==> config.mk <==
export PLATFORM = sky130hd
export DESIGN_NAME = abam_div
export DESIGN_NICKNAME = d
export VERILOG_FILES = /design/src/hdl/abam_pkg.sv /design/src/hdl/abam_div.sv
export SDC_FILE = /design/constraint.sdc
export NUM_CORES = 1
export LEC_CHECK = 0
export BUFFER_PORTS_ARGS = -buffer_cell sky130_fd_sc_hd__buf_2
export CAP_MARGIN = 20
export CORE_MARGIN = 1.5
export CORE_UTILIZATION = 57
export DETAILED_ROUTE_END_ITERATION = 10
export GPL_ROUTABILITY_DRIVEN = 0
export PLACE_DENSITY_LB_ADDON = 0.3
export SLEW_MARGIN = 15
export SYNTH_ARGS = -nofsm -noshare
export SYNTH_HDL_FRONTEND = slang
export SYNTH_SLANG_ARGS = --single-unit
==> constraint.sdc <==
create_clock -name clk -period 5.3 [get_ports clk]
set_input_delay 1.06 -clock clk [delete_from_list [all_inputs] [get_ports clk]]
set_output_delay 1.06 -clock clk [all_outputs]
set_load 0.03 [all_outputs]
==> src/hdl/abam_pkg.sv <==
`timescale 1ns / 1ps

package abam_pkg;

    localparam int SAMPLE_W     = 12;
    localparam int OUT_W        = 8;
    localparam int MV_W         = 12;
    localparam int CFG_IDX_W    = 3;
    localparam int CFG_DATA_W   = 12;
    localparam int DIV_W        = 22;
    localparam int DIVISOR_W    = 12;
    localparam int MV_FULL_SCALE = 3300;
    localparam int ADC_SHIFT    = 12;
    localparam int BASE_NEUTRAL = 127;

    typedef struct packed {
        logic                action;
        logic [SAMPLE_W-1:0] sample;
    } abam_req_t;

    typedef struct packed {
        logic [OUT_W-1:0] brightness;
        logic [MV_W-1:0]  average_mv;
    } abam_rsp_t;

    typedef enum logic [CFG_IDX_W-1:0] {
        CFG_DARK   = 3'd0,
        CFG_BRIGHT = 3'd1,
        CFG_MIN    = 3'd2,
        CFG_MAX    = 3'd3,
        CFG_BASE   = 3'd4
    } cfg_idx_t;

    localparam logic ACTION_PRIME = 1'b0;

    typedef enum logic [3:0] {
        UOP_NOP,
        UOP_ACCEPT,
        UOP_UPDATE,
        UOP_DIV_AVG,
        UOP_MV,
        UOP_MAP_PREP,
        UOP_DIV_MAP,
        UOP_FINISH,
        UOP_PRIME
    } uop_t;

    typedef enum logic [2:0] {
        COND_NONE,
        COND_ALWAYS,
        COND_NO_ITEM,
        COND_PRIME,
        COND_DIV_BUSY,
        COND_OUT_BUSY
    } cond_t;

    typedef struct packed {
        logic item_taken;
        logic prime;
        logic div_busy;
        logic out_busy;
    } abam_status_t;

    typedef struct packed {
        uop_t op;
        logic fire;
    } abam_ctrl_t;

endpackage

==> src/hdl/abam_div.sv <==
`timescale 1ns / 1ps

module abam_div (
    input  logic                           clk,
    input  logic                           rst_n,
    input  logic                           start,
    input  logic [abam_pkg::DIV_W-1:0]     dividend,
    input  logic [abam_pkg::DIVISOR_W-1:0] divisor,
    output logic                           busy,
    output logic [abam_pkg::DIV_W-1:0]     quotient
);

    localparam int DW    = abam_pkg::DIV_W;
    localparam int RW    = abam_pkg::DIVISOR_W;
    localparam int STEPS = abam_pkg::DIV_W / 2;
    localparam int CNT_W = $clog2(STEPS + 1);

    logic [CNT_W-1:0] cnt_reg, cnt_next;
    logic [RW-1:0]    rem_reg, rem_next;
    logic [DW-1:0]    quo_reg, quo_next;
    logic [RW-1:0]    div_reg;

    logic [RW:0] r1, r1s, r2, r2s;
    logic        b1, b2;

    // Two restoring steps per cycle.
    always_comb
    begin
        r1  = {rem_reg, quo_reg[DW-1]};
        b1  = (r1 >= {1'b0, div_reg});
        r1s = b1 ? (r1 - {1'b0, div_reg}) : r1;
        r2  = {r1s[RW-1:0], quo_reg[DW-2]};
        b2  = (r2 >= {1'b0, div_reg});
        r2s = b2 ? (r2 - {1'b0, div_reg}) : r2;

        cnt_next = cnt_reg;
        rem_next = rem_reg;
        quo_next = quo_reg;
        if (start)
        begin
            cnt_next = CNT_W'(STEPS);
            rem_next = '0;
            quo_next = dividend;
        end
        else if (cnt_reg != '0)
        begin
            cnt_next = cnt_reg - 1'b1;
            rem_next = r2s[RW-1:0];
            quo_next = {quo_reg[DW-3:0], b1, b2};
        end
    end

    always_ff @(posedge clk or negedge rst_n)
    begin
        if (!rst_n)
        begin
            cnt_reg <= '0;
        end
        else
        begin
            cnt_reg <= cnt_next;
        end
    end

    always_ff @(posedge clk)
    begin
        rem_reg <= rem_next;
        quo_reg <= quo_next;
        if (start)
        begin
            div_reg <= divisor;
        end
    end

    assign busy     = (cnt_reg != '0);
    assign quotient = quo_reg;

endmodule

==> results.ini <==
[yosys]
synth_flop_cell=edfxtp_1
synth_edf_count=34
yosysMostFrequentCell=edfxtp_1
synth_top_area_frac=0.299
synth-adder-area-share=0.107
ys_ff_latch=50
synthTopCellsByCount=edfxtp_1, mux2_2, nor2_1, ha_1, inv_1
synthXorXnorAreaFrac=0.0462
synth-compound-area-share=0.149
muxShareOfSynthArea=0.138
async_flop_share=0.0800
synthSimpleGateAreaFrac=0.121
synth_top_family_by_area=compound AO/OA/AOI/OAI gates
syn_area_per_cell_sq_um=10.7
synth-seq-area-share=0.399
ys_top_cells_by_area=edfxtp_1, mux2_2, ha_1
yosysWarnings=0
synth_cells=320
post-synth-top-area-cell=edfxtp_1
syn_nets=385
synth.distinct_cells=60
syn_area_sq_um=3410

[route]
highest_layer=met4
first_pass_iters=4
routed_wl_um=7770
remaining_drc_errors=0
num_vias=2675
wl_met3_um=533
dr_wl_met2_um=3460
via_per_inst=5.94
routedWlPerCell_um=17.3
drtAntennaViolNets=0
drt_iter0_markers=171
m1WireLength_um=3560

[die]
die_y_um=80.4
dieArea_sq_um=6460
row_count=27
die_x_um=80.4
coreArea_sq_um=5640
io_pins=60
start_util=0.605

[placement]
dp_hpwl_um=5930
io_buffers=59

[sta]
worstMarginPinSlew_ns=0.830
hold_viol_final=0
slew_headroom=0.446
post-route-period-util=0.918
finClkSkew_ns=0.00669
setup_viol=0
tns_ns=0
rsz0062_at_grt=false
finalCriticalPeriod_ns=4.87
finalMaxSlewViolations=0
timing.fmax_ghz=0.206

[grt]
grt_pass1_vias=2564
grt.total_usage=0.255
grt_antenna_before_repair=0
grt_max_degree=51
grt_overflow=0
grt_pass1_wl_um=12500

[clocking]
cts_tree=built
cts_root_buf=clkbuf_8
clockBufferDepth=2
clkTransAtPathRegs_ns=0.09
ctsHoldBuffers=0
cts_num_sinks=50
clk_latency_ns=0.30
postCtsSetupBuffers=0
cts_max_level=2
cts_resized=0
cts_buffers=5

[power_and_ir_drop]
p_leak_uw=0.00174
power-per-cell-area_nw_per_um2=557
ir_drop_v=0.000292

[finish]
largest_register_ffs=22
drive_gt1_frac=0.291
final_util=0.692
regArea_sq_um=1360
fill_cells=424
diodes=0
multi_input_area_sq_um=1920
nNetsFinal=442
syn_to_final_growth_pct=14.4

[setup_path]
critPathLaunchType=flip-flop
endpoint_kind=flip-flop
r2r_start=div_reg[8]
crit_fanout=13
path_class=reg2reg
r2r_cells=15
r2r_slack_ns=0.43
reg2reg_to=rem_reg[6]
critPathRequiredTime_ns=5.52
critPathArrivalTime_ns=5.08

[flow_run]
cap_violations=0

[min_path]
holdPathStages=2
hp-class=reg2reg
worstHoldStart=rem_reg[7]
min_to=rem_reg[7]

[status]
outcome=completed

==> routing by layer <==
layer | vias up | GRT usage
met4 | 0 | 0.105
met3 | 20 | 0.0489
met5 | - | 0
li1 | 1300 | -
met1 | 1234 | 0.354
met2 | 121 | 0.390
==> logic make-up (layout without fill, tap and decap cells) <==
family | Yosys count | in the layout
flops | 50 | 50
compound gates | 65 | 65
simple gates | 83 | 83
buf+inv | 33 | 91
fa+ha+maj | 28 | 28
xor+xnor | 18 | 18
mux | 43 | 43
==> where the power goes <==
part / switching (uW) / total, uW / internal (uW)
logic: 718 / 1290 / 574
registers: 52.7 / 550 / 497
clock network: 129 / 331 / 201
==> how the worst max path moves through the flow <==
stage	startpoint	endpoint	slack (ns)	cells after the start
finish	div_reg[8]	rem_reg[6]	0.43	15
global route	div_reg[2]	rem_reg[6]	0.16	15
CTS	div_reg[8]	rem_reg[6]	0.09	15
detailed placement	div_reg[8]	rem_reg[6]	0.11	15
global placement	div_reg[8]	rem_reg[6]	0.24	15
floorplan	quotient[21]	quotient[0]	0.97	18
==> placed cells by master, fill, tap and decap left out, types with 3 or more instances in the layout <==
| master | Yosys | routed |
|---|---|---|
| o21ai_1 | 4 | 4 |
| a21o_1 | 4 | 4 |
| a21oi_1 | 15 | 14 |
| o211ai_1 | 6 | 6 |
| inv_1 | 21 | 21 |
| mux2i_1 | 11 | 11 |
| buf_2 | 2 | 59 |
| a211o_1 | 5 | 5 |
| nand2_1 | 17 | 17 |
| edfxtp_1 | 34 | 34 |
| nand2b_1 | 5 | 5 |
| mux2_1 | 3 | 3 |
| dfxtp_1 | 12 | 12 |
| a21oi_2 | 2 | 3 |
| mux2_2 | 29 | 29 |
| ha_1 | 26 | 26 |
| a211oi_1 | 6 | 6 |
| and3_1 | 4 | 4 |
| dfrtp_1 | 4 | 4 |
| nor3_1 | 5 | 5 |
| nor2_1 | 27 | 27 |
| xor2_1 | 4 | 4 |
| clkbuf_8 | 0 | 6 |
| nand4_1 | 3 | 3 |
| or3_1 | 3 | 3 |
| xnor2_1 | 14 | 14 |
| o21a_1 | 3 | 3 |
| nand3_1 | 7 | 7 |
==> area by class of cell <==
type,count,area share
timing repair buffer,61,0.0795
clock inverter,2,0.0154
clock buffer,6,0.0212
sequential,50,0.349
inverter,22,0.0212
tap,72,0.0231
multi-input combinational,237,0.491
==> critical path: stages, from the launching register on <==
cell      delay, ns
edfxtp_1       0.33
inv_1          0.07
ha_1           0.39
a21oi_2        0.13
o21ai_4        0.24
o32ai_1        0.17
a21oi_2        0.56
mux2_2         0.44
ha_1           0.38
and3_1         0.23
o21ai_1        0.14
a21boi_1       0.12
o31a_1         0.31
a2111o_1       0.65
a211o_1        0.37
a311oi_2       0.24
==> through the flow <==
| step | total power (uW) | area, sq um | setup slack [ns] | hold WS, ns | cells |
|---|---|---|---|---|---|
| global placement | 1790 | 3760 | 0.242 | 0.491 | 442 |
| CTS | 2150 | 3900 | 0.0851 | 0.507 | 450 |
| finish | 2170 | 3900 | 0.434 | 0.509 | 450 |
| global route | 2300 | 3900 | 0.156 | 0.534 | 450 |
| floorplan | 1570 | 3410 | 0.970 | 0.443 | 320 |
| detailed placement | 1820 | 3760 | 0.112 | 0.495 | 442 |
No activity file was read; power rests on OpenSTA's default activity.
