`config.mk`:
```
export PLATFORM = sky130hd
export DESIGN_NAME = abam_seq
export DESIGN_NICKNAME = d
export VERILOG_FILES = /design/src/hdl/abam_pkg.sv /design/src/hdl/abam_seq.sv
export SDC_FILE = /design/constraint.sdc
export NUM_CORES = 1
export LEC_CHECK = 0
export CORE_AREA = 5 5 42 44
export CTS_CLUSTER_SIZE = 25
export DETAILED_ROUTE_END_ITERATION = 12
export DIE_AREA = 0 0 47 49
export DONT_BUFFER_PORTS = 1
export HOLD_SLACK_MARGIN = 0.06
export REMOVE_ABC_BUFFERS = 1
export SLEW_MARGIN = 20
export SYNTH_ARGS = -nofsm -noshare
export SYNTH_HDL_FRONTEND = slang
export SYNTH_SLANG_ARGS = --single-unit
```
`constraint.sdc`:
```
create_clock -name clk -period 1.85 [get_ports clk]
set_input_delay 0.0925 -clock clk [delete_from_list [all_inputs] [get_ports clk]]
set_output_delay 0.0925 -clock clk [all_outputs]
set_load 0.01 [all_outputs]
```
`src/hdl/abam_pkg.sv`:
```
`timescale 1ns / 1ps

package abam_pkg;

    localparam int SAMPLE_W     = 12;
    localparam int OUT_W        = 8;
    localparam int MV_W         = 12;
    localparam int CFG_IDX_W    = 3;
    localparam int CFG_DATA_W   = 12;
    localparam int DIV_W        = 22;
    localparam int DIVISOR_W    = 12;
    localparam int MV_FULL_SCALE = 3300;
    localparam int ADC_SHIFT    = 12;
    localparam int BASE_NEUTRAL = 127;

    typedef struct packed {
        logic                action;
        logic [SAMPLE_W-1:0] sample;
    } abam_req_t;

    typedef struct packed {
        logic [OUT_W-1:0] brightness;
        logic [MV_W-1:0]  average_mv;
    } abam_rsp_t;

    typedef enum logic [CFG_IDX_W-1:0] {
        CFG_DARK   = 3'd0,
        CFG_BRIGHT = 3'd1,
        CFG_MIN    = 3'd2,
        CFG_MAX    = 3'd3,
        CFG_BASE   = 3'd4
    } cfg_idx_t;

    localparam logic ACTION_PRIME = 1'b0;

    typedef enum logic [3:0] {
        UOP_NOP,
        UOP_ACCEPT,
        UOP_UPDATE,
        UOP_DIV_AVG,
        UOP_MV,
        UOP_MAP_PREP,
        UOP_DIV_MAP,
        UOP_FINISH,
        UOP_PRIME
    } uop_t;

    typedef enum logic [2:0] {
        COND_NONE,
        COND_ALWAYS,
        COND_NO_ITEM,
        COND_PRIME,
        COND_DIV_BUSY,
        COND_OUT_BUSY
    } cond_t;

    typedef struct packed {
        logic item_taken;
        logic prime;
        logic div_busy;
        logic out_busy;
    } abam_status_t;

    typedef struct packed {
        uop_t op;
        logic fire;
    } abam_ctrl_t;

endpackage

```
`src/hdl/abam_seq.sv`:
```
`timescale 1ns / 1ps

module abam_seq (
    input  logic                   clk,
    input  logic                   rst_n,
    input  abam_pkg::abam_status_t status,
    output abam_pkg::abam_ctrl_t   ctrl
);

    localparam int PC_W = 4;

    typedef struct packed {
        abam_pkg::uop_t  op;
        abam_pkg::cond_t cond;
        logic [PC_W-1:0] target;
    } uword_t;

    localparam logic [PC_W-1:0] PC_ACCEPT   = 4'd0;
    localparam logic [PC_W-1:0] PC_MAP_WAIT = 4'd7;
    localparam logic [PC_W-1:0] PC_FINISH   = 4'd8;
    localparam logic [PC_W-1:0] PC_PRIME    = 4'd10;

    // The operation of a step takes effect only when its jump is not taken.
    function automatic uword_t rom(input logic [PC_W-1:0] pc);
        uword_t w;
        w = '{op: abam_pkg::UOP_NOP, cond: abam_pkg::COND_ALWAYS, target: PC_ACCEPT};
        case (pc)
            4'd0:  w = '{abam_pkg::UOP_ACCEPT,   abam_pkg::COND_NO_ITEM,  PC_ACCEPT};
            4'd1:  w = '{abam_pkg::UOP_NOP,      abam_pkg::COND_PRIME,    PC_PRIME};
            4'd2:  w = '{abam_pkg::UOP_UPDATE,   abam_pkg::COND_NONE,     PC_ACCEPT};
            4'd3:  w = '{abam_pkg::UOP_DIV_AVG,  abam_pkg::COND_NONE,     PC_ACCEPT};
            4'd4:  w = '{abam_pkg::UOP_MV,       abam_pkg::COND_NONE,     PC_ACCEPT};
            4'd5:  w = '{abam_pkg::UOP_MAP_PREP, abam_pkg::COND_NONE,     PC_ACCEPT};
            4'd6:  w = '{abam_pkg::UOP_DIV_MAP,  abam_pkg::COND_NONE,     PC_ACCEPT};
            4'd7:  w = '{abam_pkg::UOP_NOP,      abam_pkg::COND_DIV_BUSY, PC_MAP_WAIT};
            4'd8:  w = '{abam_pkg::UOP_FINISH,   abam_pkg::COND_OUT_BUSY, PC_FINISH};
            4'd9:  w = '{abam_pkg::UOP_NOP,      abam_pkg::COND_ALWAYS,   PC_ACCEPT};
            4'd10: w = '{abam_pkg::UOP_PRIME,    abam_pkg::COND_NONE,     PC_ACCEPT};
            4'd11: w = '{abam_pkg::UOP_NOP,      abam_pkg::COND_ALWAYS,   PC_ACCEPT};
            default: w = '{abam_pkg::UOP_NOP,    abam_pkg::COND_ALWAYS,   PC_ACCEPT};
        endcase
        return w;
    endfunction

    logic [PC_W-1:0] pc_reg, pc_next;
    uword_t          uw;
    logic            jump;

    always_comb
    begin
        uw = rom(pc_reg);
        case (uw.cond)
            abam_pkg::COND_NONE:     jump = 1'b0;
            abam_pkg::COND_ALWAYS:   jump = 1'b1;
            abam_pkg::COND_NO_ITEM:  jump = !status.item_taken;
            abam_pkg::COND_PRIME:    jump = status.prime;
            abam_pkg::COND_DIV_BUSY: jump = status.div_busy;
            abam_pkg::COND_OUT_BUSY: jump = status.out_busy;
            default:                 jump = 1'b1;
        endcase
        pc_next   = jump ? uw.target : (pc_reg + 1'b1);
        ctrl.op   = uw.op;
        ctrl.fire = !jump;
    end

    always_ff @(posedge clk or negedge rst_n)
    begin
        if (!rst_n)
        begin
            pc_reg <= PC_ACCEPT;
        end
        else
        begin
            pc_reg <= pc_next;
        end
    end

endmodule

```
==> run summary <==
Status - complete, but fails checks
Failing checks - setup timing
Drt pass-1 iters - 4
Clock Path Buffers - 2
Die area - 2303 um^2
Reg2reg setup slack - -0.07 ns
Max cap viols - 0
Startpoint types - register
Clock Skew - 0.0009654 ns
GRT Total Usage - 12.31%
Pleak - 0.3605 nW
Worst setup margin - -0.1057 ns
Synthesized instance count - 56
Final #Nets - 98
Antenna cells - 0
Hold WS - 0.1273 ns
Vias/cell - 5.232
Yosys warnings - 0
Crit path capture type - output pin
Met2 GRT Util - 20.14%
Total CTS buffers - 3
Reg power frac - 14.1%
Routed wire length - 1273 um
Comb pwr share - 79.0%
Fin. max-slew vios - 0
Max VDD drop - 0.8732 mV
Internal power - 0.0008501 W
Via count - 518
Rel. slew slack - 75.16%
Area Growth Syn to Fin - 65.05%
CP top delay family - flip-flops
Post-synth cell types - 26
Sequential area share after synthesis - 20.41%
CP Buf/Inv Count - 2
Unrepaired setup endpoints after global routing - yes
Hpwl dp - 927.4 um
Clock slew at reported path FFs - 0.04 ns
Worst-margin pin slew - 0.3687 ns
Drt wl/cell - 12.86 um
Critical path arrival - 1.86 ns
Worst-path cell chain - ha_4 -> ha_4 -> nand2b_4 -> a221o_2 -> nand3_4 -> nand2_4 -> inv_2 -> buf_6
Critical path type - register to output pin
Most frequent cells in the layout - buf_4, nor2_1
Final Hold Fails - 0
Core Rows - 14
Layout cells sized above 1 - 61.45%
Critical Path RT - 1.76 ns
Starting Density - 35.00%
PwrDens - 1851 nW/um^2
Number of global-route vias before repair - 506
Met1 usage - 14.92%
Synth Cell Area - 490.5 um^2
Initial antenna violation count - 0
Final min period - 1.956 ns
Die width - 47 um
Clk_lat worst skew - 0.23 ns
Most used routing layer - met2
Seq cells post-synth - 4
DR DRC count - 0
NetSw - 0.0006480 W
Clock root buffer master - clkbuf_4
TritonCTS clock tree - done
Largest net degree at the start of global routing - 10
Synthesized area per cell - 8.758 um^2
Most used cell, CP - ha_4
I/O pin count - 11
Max reg flops - 4
RD Place Congestion - 0.7688
Core area - 1401 um^2
H-tree depth - 1
Pre-CTS WS - -0.1252 ns
FMAX - 0.5113 GHz
Dpl cell area - 631.9 um^2
Antenna viol nets, final - 0
Worst min path class - primary input to async pin
CP peak stage delay - 0.45 ns
Port-buffer cells - 0
Final setup fails - 3
Design Area, Final - 809.5 um^2
Period utilization - 105.7%
Commonest non-fill, non-tap cell in the layout - buf_4
First-pass GRT wire length - 2104 um
Met3 usage - 1.107%
CTS Sinks - 4
Clk pwr share - 7.0%
Slowest-stage cell, CP - dfrtp_2
Worst Path Max Fanout - 4
Die height - 49 um
Overflow after GRT - 0
Initial DRC count - 6
Sw frac - 43.25%
## power by group through the flow
stage          clock (W)  sequential, W  combinational (W)
2_1_floorplan          0       0.000191           0.000508
3_3_place_gp           0       0.000184           0.000889
4_1_cts         0.000112       0.000187            0.00112
6_report        0.000104       0.000211            0.00118
3_5_place_dp           0       0.000185           0.000911
5_1_grt         0.000122       0.000216            0.00130
## area by class of cell
| type | instances | area, um^2 |
|---|---|---|
| tap | 16 | 20.02 |
| inverter | 4 | 17.52 |
| timing repair buffer | 26 | 205.2 |
| clock buffer | 3 | 22.52 |
| sequential | 4 | 102.6 |
| fill | 122 | 591.8 |
| multi-input combinational | 46 | 441.7 |
## kinds of logic (layout without fill, tap and decap cells)
kind of cell / Yosys count / in the layout / synth area share, %
buf+inv: 6 / 33 / 7.397
flops: 4 / 4 / 20.41
mux: 4 / 4 / 8.418
simple gates: 20 / 20 / 23.72
fa+ha+maj: 7 / 7 / 17.86
compound gates: 15 / 15 / 22.19
## worst paths after layout
| kind | from | cells after the start | to |
|---|---|---|---|
| max | pc_reg[0]$_DFF_PN0_ | 8 | ctrl[0] |
| min | rst_n | 1 | pc_reg[2]$_DFF_PN0_ |
| max in group asynchronous | rst_n | 1 | pc_reg[1]$_DFF_PN0_ |
| min in group clk | status[2] | 5 | pc_reg[1]$_DFF_PN0_ |
| max reg2reg | pc_reg[0]$_DFF_PN0_ | 9 | pc_reg[3]$_DFF_PN0_ |
| min reg2reg | pc_reg[2]$_DFF_PN0_ | 3 | pc_reg[2]$_DFF_PN0_ |
## per-stage QoR
stage | TNS (ns) | std cells | utilization (%) | power, W
finish | -0.2434 | 99 | 57.77 | 0.001498
global route | -0.6136 | 99 | 57.77 | 0.001636
CTS | -0.3338 | 97 | 53.93 | 0.001420
detailed placement | -0.2856 | 89 | 45.09 | 0.001096
global placement | -0.2536 | 89 | 45.09 | 0.001073
floorplan | -0.1219 | 54 | - | 0.0006987
## cell usage after synthesis
library cell  n  area share (%)
nor2_1        4             3.1
o221ai_2      1             3.1
o221ai_1      2             3.6
nor3b_1       1             1.5
mux2_2        1             2.3
o21ai_1       2             2.0
clkbuf_8      1             2.8
nand3_2       1             2.0
o21ai_0       3             3.1
nand2_2       1             1.3
a221o_2       1             2.3
nand2_1       3             2.3
mux2i_1       3             6.1
nand2b_1      2             2.6
nand3_1       3             3.1
o21a_1        2             3.1
ha_1          7              18
nand3b_1      1             1.5
dfrtp_1       4              20
nand2b_2      2             3.6
nor3_1        1             1.0
and3b_1       1             1.8
a221o_1       1             2.0
a21oi_1       3             3.1
inv_1         4             3.1
buf_4         1             1.5
## what timing repair did
| item | in CTS | in global routing |
|---|---|---|
| setup buffers | 5 | 2 |
| hold buffers | 1 | 0 |
| pin swaps | 7 | 2 |
| hold endpoints to repair | 4 | 0 |
| endpoints found under the setup margin | 5 | 5 |
| gates resized for setup | 13 | 11 |
## routing by layer
metal / wire length [um] / part of all wire (%)
met5: 0 / 0
met4: 46 / 3.6
met3: 38 / 3.0
met2: 638 / 50
met1: 550 / 43
No activity file was read; power rests on OpenSTA's default activity.
